### config.mk
export PLATFORM = sky130hd
export DESIGN_NAME = cht_mod
export DESIGN_NICKNAME = d
export VERILOG_FILES = /design/src/hw/rtl/cht_pkg.sv /design/src/hw/rtl/cht_mod.sv
export SDC_FILE = /design/constraint.sdc
export NUM_CORES = 1
export LEC_CHECK = 0
export CORE_ASPECT_RATIO = 1.4
export CORE_MARGIN = 2
export CORE_UTILIZATION = 40
export CTS_CLUSTER_DIAMETER = 40
export DETAILED_ROUTE_END_ITERATION = 10
export DONT_BUFFER_PORTS = 1
export GPL_ROUTABILITY_DRIVEN = 0
export GPL_TIMING_DRIVEN = 0
export PLACE_DENSITY = 0.66
export REMOVE_ABC_BUFFERS = 1
export SLEW_MARGIN = 10
export SYNTH_ARGS = -nofsm -noshare
export SYNTH_HDL_FRONTEND = slang
export SYNTH_SLANG_ARGS = --single-unit
### constraint.sdc
create_clock -name clk -period 6.41 [get_ports clk]
set_clock_uncertainty 0.15 [all_clocks]
set_input_delay 0.641 -clock clk [delete_from_list [all_inputs] [get_ports clk]]
set_output_delay 0.641 -clock clk [all_outputs]
set_load 0.02 [all_outputs]
### src/hw/rtl/cht_pkg.sv
`timescale 1ns / 1ps
// ----------------------------------------------------------------------------
// cht_pkg: shared types and constants of the chained hash table
// Field widths, operation and status codes, default table sizes.
// ----------------------------------------------------------------------------
package cht_pkg;

  localparam int BUCKET_COUNT_DEF = 20;
  localparam int ENTRY_COUNT_DEF  = 64;

  localparam int OP_W     = 2;
  localparam int KEY_W    = 32;
  localparam int VALUE_W  = 32;
  localparam int STATUS_W = 3;

  typedef enum logic [OP_W-1:0] {
    OP_INSERT = 2'd0,
    OP_LOOKUP = 2'd1,
    OP_REMOVE = 2'd2
  } op_t;

  typedef enum logic [STATUS_W-1:0] {
    ST_ADDED     = 3'd0,
    ST_UPDATED   = 3'd1,
    ST_NO_ROOM   = 3'd2,
    ST_FOUND     = 3'd3,
    ST_NOT_FOUND = 3'd4,
    ST_REMOVED   = 3'd5
  } status_t;

endpackage

### src/hw/rtl/cht_mod.sv
`timescale 1ns / 1ps
// ----------------------------------------------------------------------------
// cht_mod: key modulo bucket count
// Reciprocal multiply for the quotient, then multiply back and subtract.
// The product is registered on start and the remainder on prod_vld; done follows prod_vld.
// ----------------------------------------------------------------------------
module cht_mod #(
  parameter int BUCKET_COUNT = cht_pkg::BUCKET_COUNT_DEF,
  localparam int RW = (BUCKET_COUNT > 1) ? $clog2(BUCKET_COUNT) : 1
) (
  input  logic                      clk,
  input  logic                      rst,
  input  logic                      start,
  input  logic [cht_pkg::KEY_W-1:0] key,
  output logic                      done,
  output logic [RW-1:0]             bucket
);

  localparam int KW    = cht_pkg::KEY_W;
  localparam int SHIFT = KW + $clog2(BUCKET_COUNT);
  localparam int MW    = KW + 1;
  localparam int PW    = KW + MW;
  // ceil(2^SHIFT / BUCKET_COUNT): the rounding error stays below
  // 2^(SHIFT-KW), so the quotient is exact for every key
  localparam longint RECIP_VAL =
    ((longint'(1) << SHIFT) + longint'(BUCKET_COUNT) - longint'(1)) /
    longint'(BUCKET_COUNT);
  localparam logic [MW-1:0] RECIP   = MW'(RECIP_VAL);
  localparam logic [KW-1:0] DIVISOR = KW'(BUCKET_COUNT);

  logic [KW-1:0] key_q;
  logic [PW-1:0] prod;
  logic          prod_vld;
  logic [KW-1:0] quot;
  logic [KW-1:0] back;
  logic [KW-1:0] diff;
  logic [RW-1:0] rem;

  assign quot = KW'(prod >> SHIFT);
  assign back = quot * DIVISOR;
  assign diff = key_q - back;

  always_ff @(posedge clk) begin
    if (rst) begin
      prod_vld <= 1'b0;
      done     <= 1'b0;
    end else begin
      prod_vld <= start;
      done     <= prod_vld;
    end
  end

  always_ff @(posedge clk) begin
    if (start) begin
      key_q <= key;
      prod  <= PW'(key) * PW'(RECIP);
    end
    if (prod_vld) begin
      rem <= diff[RW-1:0];
    end
  end

  assign bucket = rem;

endmodule

==> out/metrics.csv <==
stage,metric,value,unit
placement,PortBufs,0,
floorplan,Die X,146,microns
sta,Slew headroom,54.6,%
synthesis,yosys warns,0,
grt,first-pass GRT wire length,47200,microns
grt,antenna violations before repair,0,
sta,min Tclk post-route,6.43,ns
final_layout,share of cells above drive strength 1,8.85,%
synthesis,mux cell area share after synthesis,0,%
run_status,failing checks,negative setup slack,
clock_tree,"CTS clk-pin slew, worst paths",0.05,ns
worst_setup_path,Critical Path Fanout Max,3,
synthesis,Post-synth ARST share,0,%
run_status,status,"complete, but fails checks",
synthesis,post-synthesis xor/xnor area fraction,3.67,%
route,DR WL/cell,19.8,microns
worst_setup_path,crit path buf inv count,4,
clock_tree,Longest Clk Path Bufs,2,
worst_setup_path,Worst EP required,6.23,ns
clock_tree,clk sink count,15,
final_layout,area occupied by multi-input gates,9610,sq um
hold_path,HP Class,flip-flop to flip-flop,
final_layout,"commonest non-fill, non-tap cells in the layout","inv_1 (453), fa_1 (261), ha_1 (171), ha_4 (32), xnor2_1 (31)",
worst_setup_path,CP max stage delay,0.61,ns
synthesis,Yosys reg bits,15,
worst_setup_path,CP Capture Type,flip-flop,
grt,All-Layer GR Usage,21.4,%
sta,worst setup margin,-0.0234,ns
synthesis,Cell variety after synth,34,
final_layout,register area,430,sq um
grt,vias in the first global route,8756,
synthesis,largest family of logic cells by synthesized area,adder cells,
worst_setup_path,reg2reg setup slack,4.73,ns
synthesis,simple-gate area share of the yosys netlist,2.15,%
worst_setup_path,cell chain of the critical path,ha_4 -> inv_1 -> fa_1 -> fa_1 -> fa_1 -> inv_1 -> fa_2 -> fa_1 -> fa_1 -> inv_1 -> fa_1 -> inv_1 -> ha_4 -> a21oi_2 -> o21ai_4 -> a311oi_4 -> and3_1 -> a32o_2 -> xnor2_1,
sta,final worst-path cycle share,100,%
final_layout,Antenna Diode Count,0,
worst_setup_path,Crit Path Category,primary input to flip-flop,
grt,GR Overflow Total,0,
worst_setup_path,slowest CP cell,fa_2,
synthesis,Mapped Cells,1115,
placement,placed cells,1485,
clock_tree,H-Tree Depth,1,
floorplan,Core Region,27600,sq um
worst_setup_path,WP data arrival,6.25,ns
floorplan,Starting Density,40.7,%
clock_tree,root buffer cell,clkbuf_16,
floorplan,Die Ht,202,microns
synthesis,Post-synth EDFFs,13,
clock_tree,CTS tree,built,
run,Max Cap Viol,0,
sta,worst slew pin tran,0.676,ns
floorplan,Top Ports,41,
final_layout,"commonest non-fill, non-tap cell in the layout",inv_1,
floorplan,row count,72,
clock_tree,CTS Hold Bufs,0,
clock_tree,Worst-Skew Late Latency,0.24,ns
final_layout,Area Growth Syn to Fin,10.8,%
synthesis,most used flip-flop cell after synthesis,edfxtp_1,
route,Via Count,7244,
route,First-pass DRT Iterations,4,
synthesis,Compound-Gate Fraction of Synth Area,4.08,%
sta,f_max,155,MHz
final_layout,Final nets,1639,
placement,hpwl dp,26800,microns
sta,final hold vios,0,
final_layout,Fill cells,2617,
synthesis,"Avg Cell Area, Syn",10.1,sq um
worst_setup_path,most frequent CP cell,fa_1,
grt,largest net degree at the start of global routing,11,
synthesis,adder-cell share of the synthesized area,70.7,%
worst_setup_path,Worst path top cell family by delay,adder cells,
route,DRC errors left,0,
worst_setup_path,Startpoint Class,primary input,
sta,Slew Limit Fails,0,
final_layout,final non-filler cell total,1500,
route,drt initial violations,254,
route,Routed WL,29700,microns
floorplan,Die ar.,29400,sq um
sta,RSZ-0062 raised after global routing,true,
clock_tree,cts bufs inserted,3,
synthesis,post-synthesis sequential area ratio,3.84,%
route,routed vias/inst,4.83,
sta,Final setup viols,1,
synthesis,synthesized area,11200,sq um
route,Antenna Nets Post-Route,0,
## synth_stat cells (all sizes together) (2+ instances only)
cell	count	area, sq um
inv	466	1750
fa	267	5350
ha	206	2580
xnor2	31	272
a21oi	25	125
xor2	16	140
a21o	13	97.6
edfxtp	13	390
nand2	9	33.8
o21ai	9	45.0
nand4	8	50.1
nand3	7	35.0
and3	6	37.5
nor3	6	30.0
o21a	5	38.8
a211oi	4	30.0
nor2b	4	25.0
and2	3	18.8
nor2	3	11.3
dfxtp	2	40.0
## state kept, by name, summed over array words and instances, names as in the netlist
name      count
bucket        5
done          1
key_q         5
prod_vld      1
prod          3
## metal layers
metal	up-vias	track usage (%)	wire, microns
met3	110	2.23	1350
met1	3669	23.6	10400
met5	-	0	0
li1	3262	-	-
met2	203	39.6	15700
met4	0	12.6	2310
## kinds of logic after synthesis
group                      count (synthesis)
AOI/OAI and AO/OA                         68
xor gates and xnor gates                  47
adders and majority gates                473
buffers and inverters                    466
DFF                                       15
and+or+nand+nor                           46
## stage by stage
step           hold WS (ns)  cell area, sq um  TNS [ns]  worst slack [ns]  utilization [%]
3_3_place_gp          0.252             11700     -2.98             -1.22             42.4
5_1_grt               0.280             12400    -0.237            -0.128             45.1
3_5_place_dp          0.267             11700     -2.95             -1.23             42.4
6_report              0.276             12400   -0.0234           -0.0234             45.1
2_1_floorplan         0.250             11200    -0.203            -0.162                -
4_1_cts               0.278             12100         0           0.00380             44.0
## what timing repair did
item,CTS,global route
setup endpoints to repair,3,3
pin swaps,26,58
resized for setup,62,48
gates cloned,0,0
setup buffers,5,7
## worst paths after layout
kind                                from         to  cells after the start
worst min register to register  key_q[0]  bucket[0]                      0
worst max register to register  prod[37]  bucket[4]                      4
worst min-delay path            key_q[0]  bucket[0]                      0
worst max-delay path             key[17]   prod[39]                     19
## final cells by class
type	count	share of cell area [%]
Timing Repair Buffer	11	0.665
Inverter	466	14.1
Clock inverter	1	0.0604
Sequential cell	15	3.46
Tap cell	370	3.73
Multi-Input combinational cell	634	77.4
Clock buffer	3	0.604
Power is left out: the tool's default activity adds up to more than one toggle a clock period on the data nets, which glitch-free logic cannot reach.
