<file path="src/hw/rtl/cht_pkg.sv">
`timescale 1ns / 1ps
// ----------------------------------------------------------------------------
// cht_pkg: shared types and constants of the chained hash table
// Field widths, operation and status codes, default table sizes.
// ----------------------------------------------------------------------------
package cht_pkg;

  localparam int BUCKET_COUNT_DEF = 20;
  localparam int ENTRY_COUNT_DEF  = 64;

  localparam int OP_W     = 2;
  localparam int KEY_W    = 32;
  localparam int VALUE_W  = 32;
  localparam int STATUS_W = 3;

  typedef enum logic [OP_W-1:0] {
    OP_INSERT = 2'd0,
    OP_LOOKUP = 2'd1,
    OP_REMOVE = 2'd2
  } op_t;

  typedef enum logic [STATUS_W-1:0] {
    ST_ADDED     = 3'd0,
    ST_UPDATED   = 3'd1,
    ST_NO_ROOM   = 3'd2,
    ST_FOUND     = 3'd3,
    ST_NOT_FOUND = 3'd4,
    ST_REMOVED   = 3'd5
  } status_t;

endpackage

</file>
<file path="src/hw/rtl/cht_head_mem.sv">
`timescale 1ns / 1ps
// ----------------------------------------------------------------------------
// cht_head_mem: bucket head memory
// One read, one write port; registered read. Valid bits make unwritten
// buckets read as the null index.
// ----------------------------------------------------------------------------
module cht_head_mem #(
  parameter int BUCKET_COUNT = cht_pkg::BUCKET_COUNT_DEF,
  parameter int ENTRY_COUNT  = cht_pkg::ENTRY_COUNT_DEF,
  localparam int BW = (BUCKET_COUNT > 1) ? $clog2(BUCKET_COUNT) : 1,
  localparam int IW = $clog2(ENTRY_COUNT + 1)
) (
  input  logic          clk,
  input  logic          rst,
  input  logic          rd_en,
  input  logic [BW-1:0] rd_addr,
  output logic [IW-1:0] rd_data,
  input  logic          wr_en,
  input  logic [BW-1:0] wr_addr,
  input  logic [IW-1:0] wr_data
);

  localparam logic [IW-1:0] NIL = IW'(ENTRY_COUNT);

  logic [IW-1:0]           mem [BUCKET_COUNT];
  logic [BUCKET_COUNT-1:0] vld;
  logic [IW-1:0]           data_q;
  logic                    vld_q;

  always_ff @(posedge clk) begin
    if (wr_en) begin
      mem[wr_addr] <= wr_data;
    end
    if (rd_en) begin
      data_q <= mem[rd_addr];
      vld_q  <= vld[rd_addr];
    end
  end

  always_ff @(posedge clk) begin
    if (rst) begin
      vld <= '0;
    end else if (wr_en) begin
      vld[wr_addr] <= 1'b1;
    end
  end

  assign rd_data = vld_q ? data_q : NIL;

endmodule

</file>
<file path="config.mk">
export PLATFORM = sky130hd
export DESIGN_NAME = cht_head_mem
export DESIGN_NICKNAME = d
export VERILOG_FILES = /design/src/hw/rtl/cht_pkg.sv /design/src/hw/rtl/cht_head_mem.sv
export SDC_FILE = /design/constraint.sdc
export NUM_CORES = 1
export LEC_CHECK = 0
export BUFFER_PORTS_ARGS = -buffer_cell sky130_fd_sc_hd__buf_4
export CAP_MARGIN = 20
export CORE_MARGIN = 2
export CORE_UTILIZATION = 55
export CTS_CLUSTER_DIAMETER = 100
export DETAILED_ROUTE_END_ITERATION = 8
export PLACE_DENSITY = 0.72
export SYNTH_ARGS = -nofsm -noshare
export SYNTH_HDL_FRONTEND = slang
export SYNTH_SLANG_ARGS = --single-unit
</file>
<file path="constraint.sdc">
create_clock -name clk -period 1.9 [get_ports clk]
set_clock_uncertainty 0.05 [all_clocks]
set_input_delay 0.095 -clock clk [delete_from_list [all_inputs] [get_ports clk]]
set_output_delay 0.095 -clock clk [all_outputs]
set_load 0.02 [all_outputs]
</file>
==> results of run 1 <==
==> flip-flops by register name, indices dropped and copies added (netlist names) <==
name / count
vld: 20
data_q: 7
vld_q: 1
mem: 140
==> power by group <==
part / leakage (nW) / switching, mW / total [mW] / internal (mW)
logic: 0.919 / 0.240 / 0.418 / 0.178
clock network: 0.290 / 1.28 / 3.45 / 2.17
registers: 1.50 / 0.0172 / 4.09 / 4.07
==> cells in the mapped netlist (6+ instances only) <==
cell type | number | area share [%]
edfxtp_1 | 148 | 67
nor2_1 | 63 | 3.6
mux2i_1 | 29 | 4.4
dfxtp_1 | 20 | 6.1
mux4_2 | 18 | 6.2
o22ai_1 | 12 | 1.1
mux4_1 | 8 | 3.2
and2_1 | 7 | 0.66
nand3b_1 | 7 | 0.80
a21oi_1 | 6 | 0.46
a22o_1 | 6 | 0.80
inv_1 | 6 | 0.34
nor4_1 | 6 | 0.57
or3b_2 | 6 | 0.80
==> routing by layer <==
metal	GRT usage, %	share of wire, %	vias to the layer above
met3	6.16	5.9	16
met2	35.7	50	128
met1	30.1	43	1780
li1	-	-	1594
met5	0	0	-
met4	7.97	1.2	0
==> path summary, 6_finish.rpt <==
path	end	slack (ns)	cells past startpoint
setup / recovery	data_q[6]$_DFFE_PP_	0.07	4
hold / removal	mem[19][3]$_DFFE_PP_	0.02	1
setup reg to reg	data_q[6]$_DFFE_PP_	0.07	4
hold reg to reg	vld[12]$_SDFFE_PP0P_	0.41	2
==> cell families (layout without fill, tap and decap cells) <==
group	Yosys count	in the layout	synth area share (%)
AOI/OAI and AO/OA	27	27	2.77
buffers and inverters	26	98	2.45
DFF	168	168	73.5
muxes	56	56	13.9
and+or+nand+nor	100	100	7.33
==> worst max-delay path, delay by kind of cell, from the launching register on <==
kind | cells | cell delay, ns
mux | 1 | 0.51
flops | 1 | 0.37
compound gates | 2 | 0.36
simple gates | 1 | 0.29
==> what timing repair did <==
action / CTS / global route
endpoints found under the hold margin: 74 / 0
setup endpoints to repair: 0 / 4
hold buffers: 5 / 0
resized for setup: 0 / 4
==> through the flow <==
stage                     utilization [%]  power (mW)
after floorplan                         -        4.40
after global placement               60.9        4.56
after detailed placement             60.9        4.57
after CTS                            66.5        7.98
after global routing                 66.7        8.18
final                                66.7        7.95
==> area by class of cell <==
class	count	area, um2	share of cell area (%)
timing repair buffer	60	463	6.00
clock inverter	8	120	1.56
multi-input combinational	183	1610	20.8
sequential	168	4840	62.8
tap	143	179	2.32
clock buffer	24	482	6.24
inverter	6	22.5	0.292
==> summary.md, run 1 <==
| Metric | Value |
|---|---|
| Cell Area, Placed | `0.00704 mm2` |
| Root Driver | `clkbuf_16` |
| Worst Hold Class | `primary input to flip-flop` |
| Number of cells in the finished layout apart from fillers | `592` |
| WS Path Type | `flip-flop to flip-flop` |
| Ys Warns | `0` |
| FILL cells | `764` |
| Number of global-route vias before repair | `3535` |
| Sequential area share after synthesis | `73.5%` |
| Critical path peak fanout | `1` |
| Setup crit start kind | `flip-flop` |
| Gr usage total | `22.4%` |
| CTS tree | `done` |
| Commonest non-fill, non-tap cell in the layout | `edfxtp_1` |
| Post-DP HPWL | `8830 um` |
| Netlist cell types | `34` |
| Pre-CTS setup slack | `-0.0376 ns` |
| Setup slack after layout | `0.0722 ns` |
| MaxCap Viol Count | `0` |
| Total Nets Final | `457` |
| Fin Hold WS | `0.0171 ns` |
| Most frequent cells in the layout | `edfxtp_1, nor2_1, buf_4, mux2i_1, dfxtp_1` |
| Port Buffers | `27` |
| Drt drc | `0` |
| Area grow syn2layout | `17.1%` |
| Power Dens Cells | `1030 mW/mm2` |
| Initial DRC count | `292` |
| Slew @ Worst Pin | `0.467 ns` |
| Final setup violating endpoints | `0` |
| Post-synthesis cell area | `0.00659 mm2` |
| CTS buffer count | `17` |
| Status | `finished clean` |
| CP max stage delay | `0.51 ns` |
| Final period utilization | `96.2%` |
| Fmax | `547 MHz` |
| Worst setup startpoint | `mem[14][6]$_DFFE_PP_` |
| Setup TNS | `0 ns` |
| Leakage | `2.71 nW` |
| Syn Inst Count | `377` |
| First-pass DRT Iterations | `4` |
| Drt total wl | `13400 um` |
| Initial core utilization | `57.0%` |
| Vias/cell | `5.94` |
| # clock sinks | `168` |
| H-tree levels | `4` |
| Post-synth ARST share | `0%` |
| Max-slew headroom | `68.8%` |
| Min Tclk post-route | `1.83 ns` |
| Initial antenna violation count | `0` |
| Total number of vias | `3518` |
| Routed Antenna Nets | `0` |
| Worst VDD drop | `0.000775 V` |
| Gpl congestion | `0.822` |
| Pin count of the biggest net entering global routing | `21` |
| Worst path slowest cell | `mux4_1` |
| Boundary Pins | `28` |
| Routed WL per cell | `22.6 um` |
| Die width | `113 um` |
| GRT overflow | `0` |
| Hold Crit Start | `wr_data[3]` |
| Share of post-route cells with drive strength above 1 | `24.9%` |
| WP data required | `2.01 ns` |
| Slew Limit Fails | `0` |
| Core ar. | `0.0116 mm2` |
| Die ar. | `0.0129 mm2` |
| Post-CTS Setup Inserts | `0` |
| Critical Path, Cell by Cell | `mux4_1 -> a22o_1 -> nor4_2 -> a21oi_1` |
| Final Hold Viols | `0` |
| Mean Syn Cell Area | `17.5 um2` |
| Die Y | `113 um` |
| Placed cell count | `555` |
| Post-synth EDFFs | `148` |
| Fin area | `0.00772 mm2` |
| Critical Path AT | `1.94 ns` |
| First-pass GRT wire length | `20400 um` |
| Worst setup EP type | `flip-flop` |
| Antenna cell count | `0` |
| Mapped Nets | `398` |
| Worst skew pair latency | `0.42 ns` |
| FF+latch count, synth | `168` |
| Row cnt | `39` |
| Clock tree buffer depth | `2` |
| Clk pin slew, worst setup/hold paths | `0.06 ns` |
| RR Startpoint | `mem[14][6]$_DFFE_PP_` |
| Ys flop type | `edfxtp_1` |
Power figures use the tool's default switching activity.
==> run 2, diff against run 1 <==
Settings changed: BUFFER_PORTS_ARGS -buffer_cell sky130_fd_sc_hd__buf_4 to -buffer_cell sky130_fd_sc_hd__buf_2, CORE_MARGIN 2 to not set.
==> summary.md, run 2 (synthesis gave the netlist of run 1 again) <==
| Metric | Value |
|---|---|
| Status | `finished, violations left (was finished clean)` |
| Failing checks | `DRC` |
| Drt drc | `5 (was 0)` |
| Slew @ Worst Pin | `0.435 ns (was 0.467 ns)` |
| Worst skew pair latency | `0.42 ns (about the same)` |
| # clock sinks | `168 (unchanged)` |
| Gpl congestion | `0.845 (was 0.822)` |
| Boundary Pins | `28 (unchanged)` |
| Gr usage total | `23.7% (was 22.4%)` |
| Worst setup startpoint | `mem[14][0]$_DFFE_PP_ (was mem[14][6]$_DFFE_PP_)` |
| Worst VDD drop | `0.000693 V (was 0.000775 V)` |
| Setup crit start kind | `flip-flop (unchanged)` |
| Pre-CTS setup slack | `0.00259 ns (was -0.0376 ns)` |
| Critical path peak fanout | `1 (unchanged)` |
| Most frequent cells in the layout | `edfxtp_1, nor2_1, mux2i_1, buf_2, buf_4 (was edfxtp_1, nor2_1, buf_4, mux2i_1, dfxtp_1)` |
| Cell Area, Placed | `0.00701 mm2 (was 0.00704 mm2)` |
| Clk pin slew, worst setup/hold paths | `0.06 ns (about the same)` |
| Finished Core Util | `65.9% (was 66.7%)` |
| Hold Crit Start | `rst (was wr_data[3])` |
| Post-DP HPWL | `8930 um (was 8830 um)` |
| Top Registers | `mem x140, vld x20, data_q x7 (unchanged)` |
| CTS buffer count | `17 (unchanged)` |
| Total number of vias | `3511 (was 3518)` |
| Net switching power | `1.58 mW (was 1.54 mW)` |
| CTS tree | `done (unchanged)` |
| Final setup violating endpoints | `0 (unchanged)` |
| Initial antenna violation count | `0 (unchanged)` |
| WP data required | `2.00 ns (was 2.01 ns)` |
| MaxCap Viol Count | `0 (unchanged)` |
| Clock tree buffer depth | `2 (unchanged)` |
| Final period utilization | `97.6% (was 96.2%)` |
| Metal2 WL | `6790 um (was 6700 um)` |
| Setup TNS | `0 ns (unchanged)` |
| Worst Hold Class | `primary input to flip-flop (unchanged)` |
| FILL cells | `783 (was 764)` |
| WS Path Type | `flip-flop to flip-flop (unchanged)` |
| Net Sw Frac | `20.1% (was 19.3%)` |
| Antenna cell count | `0 (unchanged)` |
| Setup slack after layout | `0.0465 ns (was 0.0722 ns)` |
| Reg area | `0.00484 mm2 (unchanged)` |
| Core ar. | `0.0116 mm2 (unchanged)` |
| Power Internal | `6.29 mW (was 6.42 mW)` |
| Initial core utilization | `57.0% (unchanged)` |
| Max-slew headroom | `71.0% (was 68.8%)` |
| Post-CTS sizing | `0 (unchanged)` |
| Die Y | `111 um (was 113 um)` |
| GRT overflow | `0 (unchanged)` |
| Fmax | `540 MHz (was 547 MHz)` |
| Post-CTS Setup Inserts | `0 (unchanged)` |
| First-pass DRT Iterations | `7 (was 4)` |
| First-pass GRT wire length | `20700 um (was 20400 um)` |
| Clock share of power | `43.0% (was 43.3%)` |
| Max FFs per register | `140 (unchanged)` |
| RR Startpoint | `mem[14][0]$_DFFE_PP_ (was mem[14][6]$_DFFE_PP_)` |
| RSZ-0062 raised after global routing | `false` |
| Area grow syn2layout | `15.7% (was 17.1%)` |
| Pin count of the biggest net entering global routing | `21 (unchanged)` |
| Metal-1 WL | `5620 um (was 5750 um)` |
| Routed Antenna Nets | `0 (unchanged)` |
| Drt total wl | `13400 um (about the same)` |
| Routed WL per cell | `22.7 um (was 22.6 um)` |
| Row cnt | `39 (unchanged)` |
| Number of global-route vias before repair | `3525 (was 3535)` |
| Commonest non-fill, non-tap cell in the layout | `edfxtp_1 (unchanged)` |
| Highest Signal Layer | `met4 (unchanged)` |
| Critical Path AT | `1.95 ns (was 1.94 ns)` |
| Power Dens Cells | `1030 mW/mm2 (about the same)` |
| Leakage | `2.70 nW (was 2.71 nW)` |
| Min Tclk post-route | `1.85 ns (was 1.83 ns)` |
| Area of the multi-input gates | `0.00158 mm2 (was 0.00161 mm2)` |
| Flop pwr share | `51.9% (was 51.4%)` |
| Total Nets Final | `454 (was 457)` |
| Most flops, register | `mem (unchanged)` |
| Tot Pwr | `7.88 mW (was 7.95 mW)` |
| Port Buffers | `27 (unchanged)` |
| Initial DRC count | `346 (was 292)` |
| Final Hold Viols | `0 (unchanged)` |
| Share of post-route cells with drive strength above 1 | `24.9% (about the same)` |
| H-tree levels | `4 (unchanged)` |
| Root Driver | `clkbuf_16 (unchanged)` |
| Worst setup EP type | `flip-flop (unchanged)` |
| Slew Limit Fails | `0 (unchanged)` |
| Die ar. | `0.0124 mm2 (was 0.0129 mm2)` |
| Die width | `111 um (was 113 um)` |
| Fin area | `0.00763 mm2 (was 0.00772 mm2)` |
| DR WL met3 | `718 um (was 787 um)` |
| Vias/cell | `5.96 (was 5.94)` |
| Combinational power share | `5.1% (was 5.3%)` |
==> run 2: path summary, 6_finish.rpt <==
| check | to | slack [ns] | cells after the start |
|---|---|---|---|
| setup / recovery | data_q[0]$_DFFE_PP_ | 0.05 | 4 |
| hold / removal | vld[9]$_SDFFE_PP0P_ | 0.03 | 2 |
| setup reg to reg | data_q[0]$_DFFE_PP_ | 0.05 | 4 |
| hold reg to reg | vld[19]$_SDFFE_PP0P_ | 0.42 | 2 |
==> run 2: layer usage <==
metal  track usage [%]  vias up
met5                 0        -
met4              9.01        0
met3              6.10       19
met2              38.2      132
met1              31.5     1775
li1                  -     1585
==> run 2: worst max-delay path, stage by stage, from the launching register on <==
cell and delay, ns:
edfxtp_1 0.38, mux4_1 0.50, a22o_1 0.24, nor4_1 0.31
a21oi_1 0.11
==> run 2: timing repair <==
action / in CTS / in global routing
endpoints found under the hold margin: 8 / 0
setup endpoints to repair: 0 / 0
hold buffers: 1 / 0
==> run 2: cell type report <==
class	count	area share (%)
well taps	143	2.35
clock buffers	25	7.35
flip-flops and latches	168	63.5
clock inverters	7	0.640
inverters	6	0.295
multi-input cells	183	20.8
repair buffers	57	5.09
==> run 2: power by group through the flow <==
stage | Clock, mW | Combinational, mW | Sequential [mW]
2_1_floorplan | 0 | 0.241 | 4.16
3_3_place_gp | 0 | 0.381 | 4.16
3_5_place_dp | 0 | 0.394 | 4.17
4_1_cts | 3.43 | 0.401 | 4.09
5_1_grt | 3.57 | 0.429 | 4.09
6_report | 3.39 | 0.398 | 4.09
==> run 2: per-stage QoR <==
step / std cells / hold slack (ns)
after detailed placement: 556 / 0.402
final: 589 / 0.0280
after global routing: 589 / 0.0349
after global placement: 556 / 0.397
after floorplan: 377 / 0.144
after CTS: 589 / 0.00811
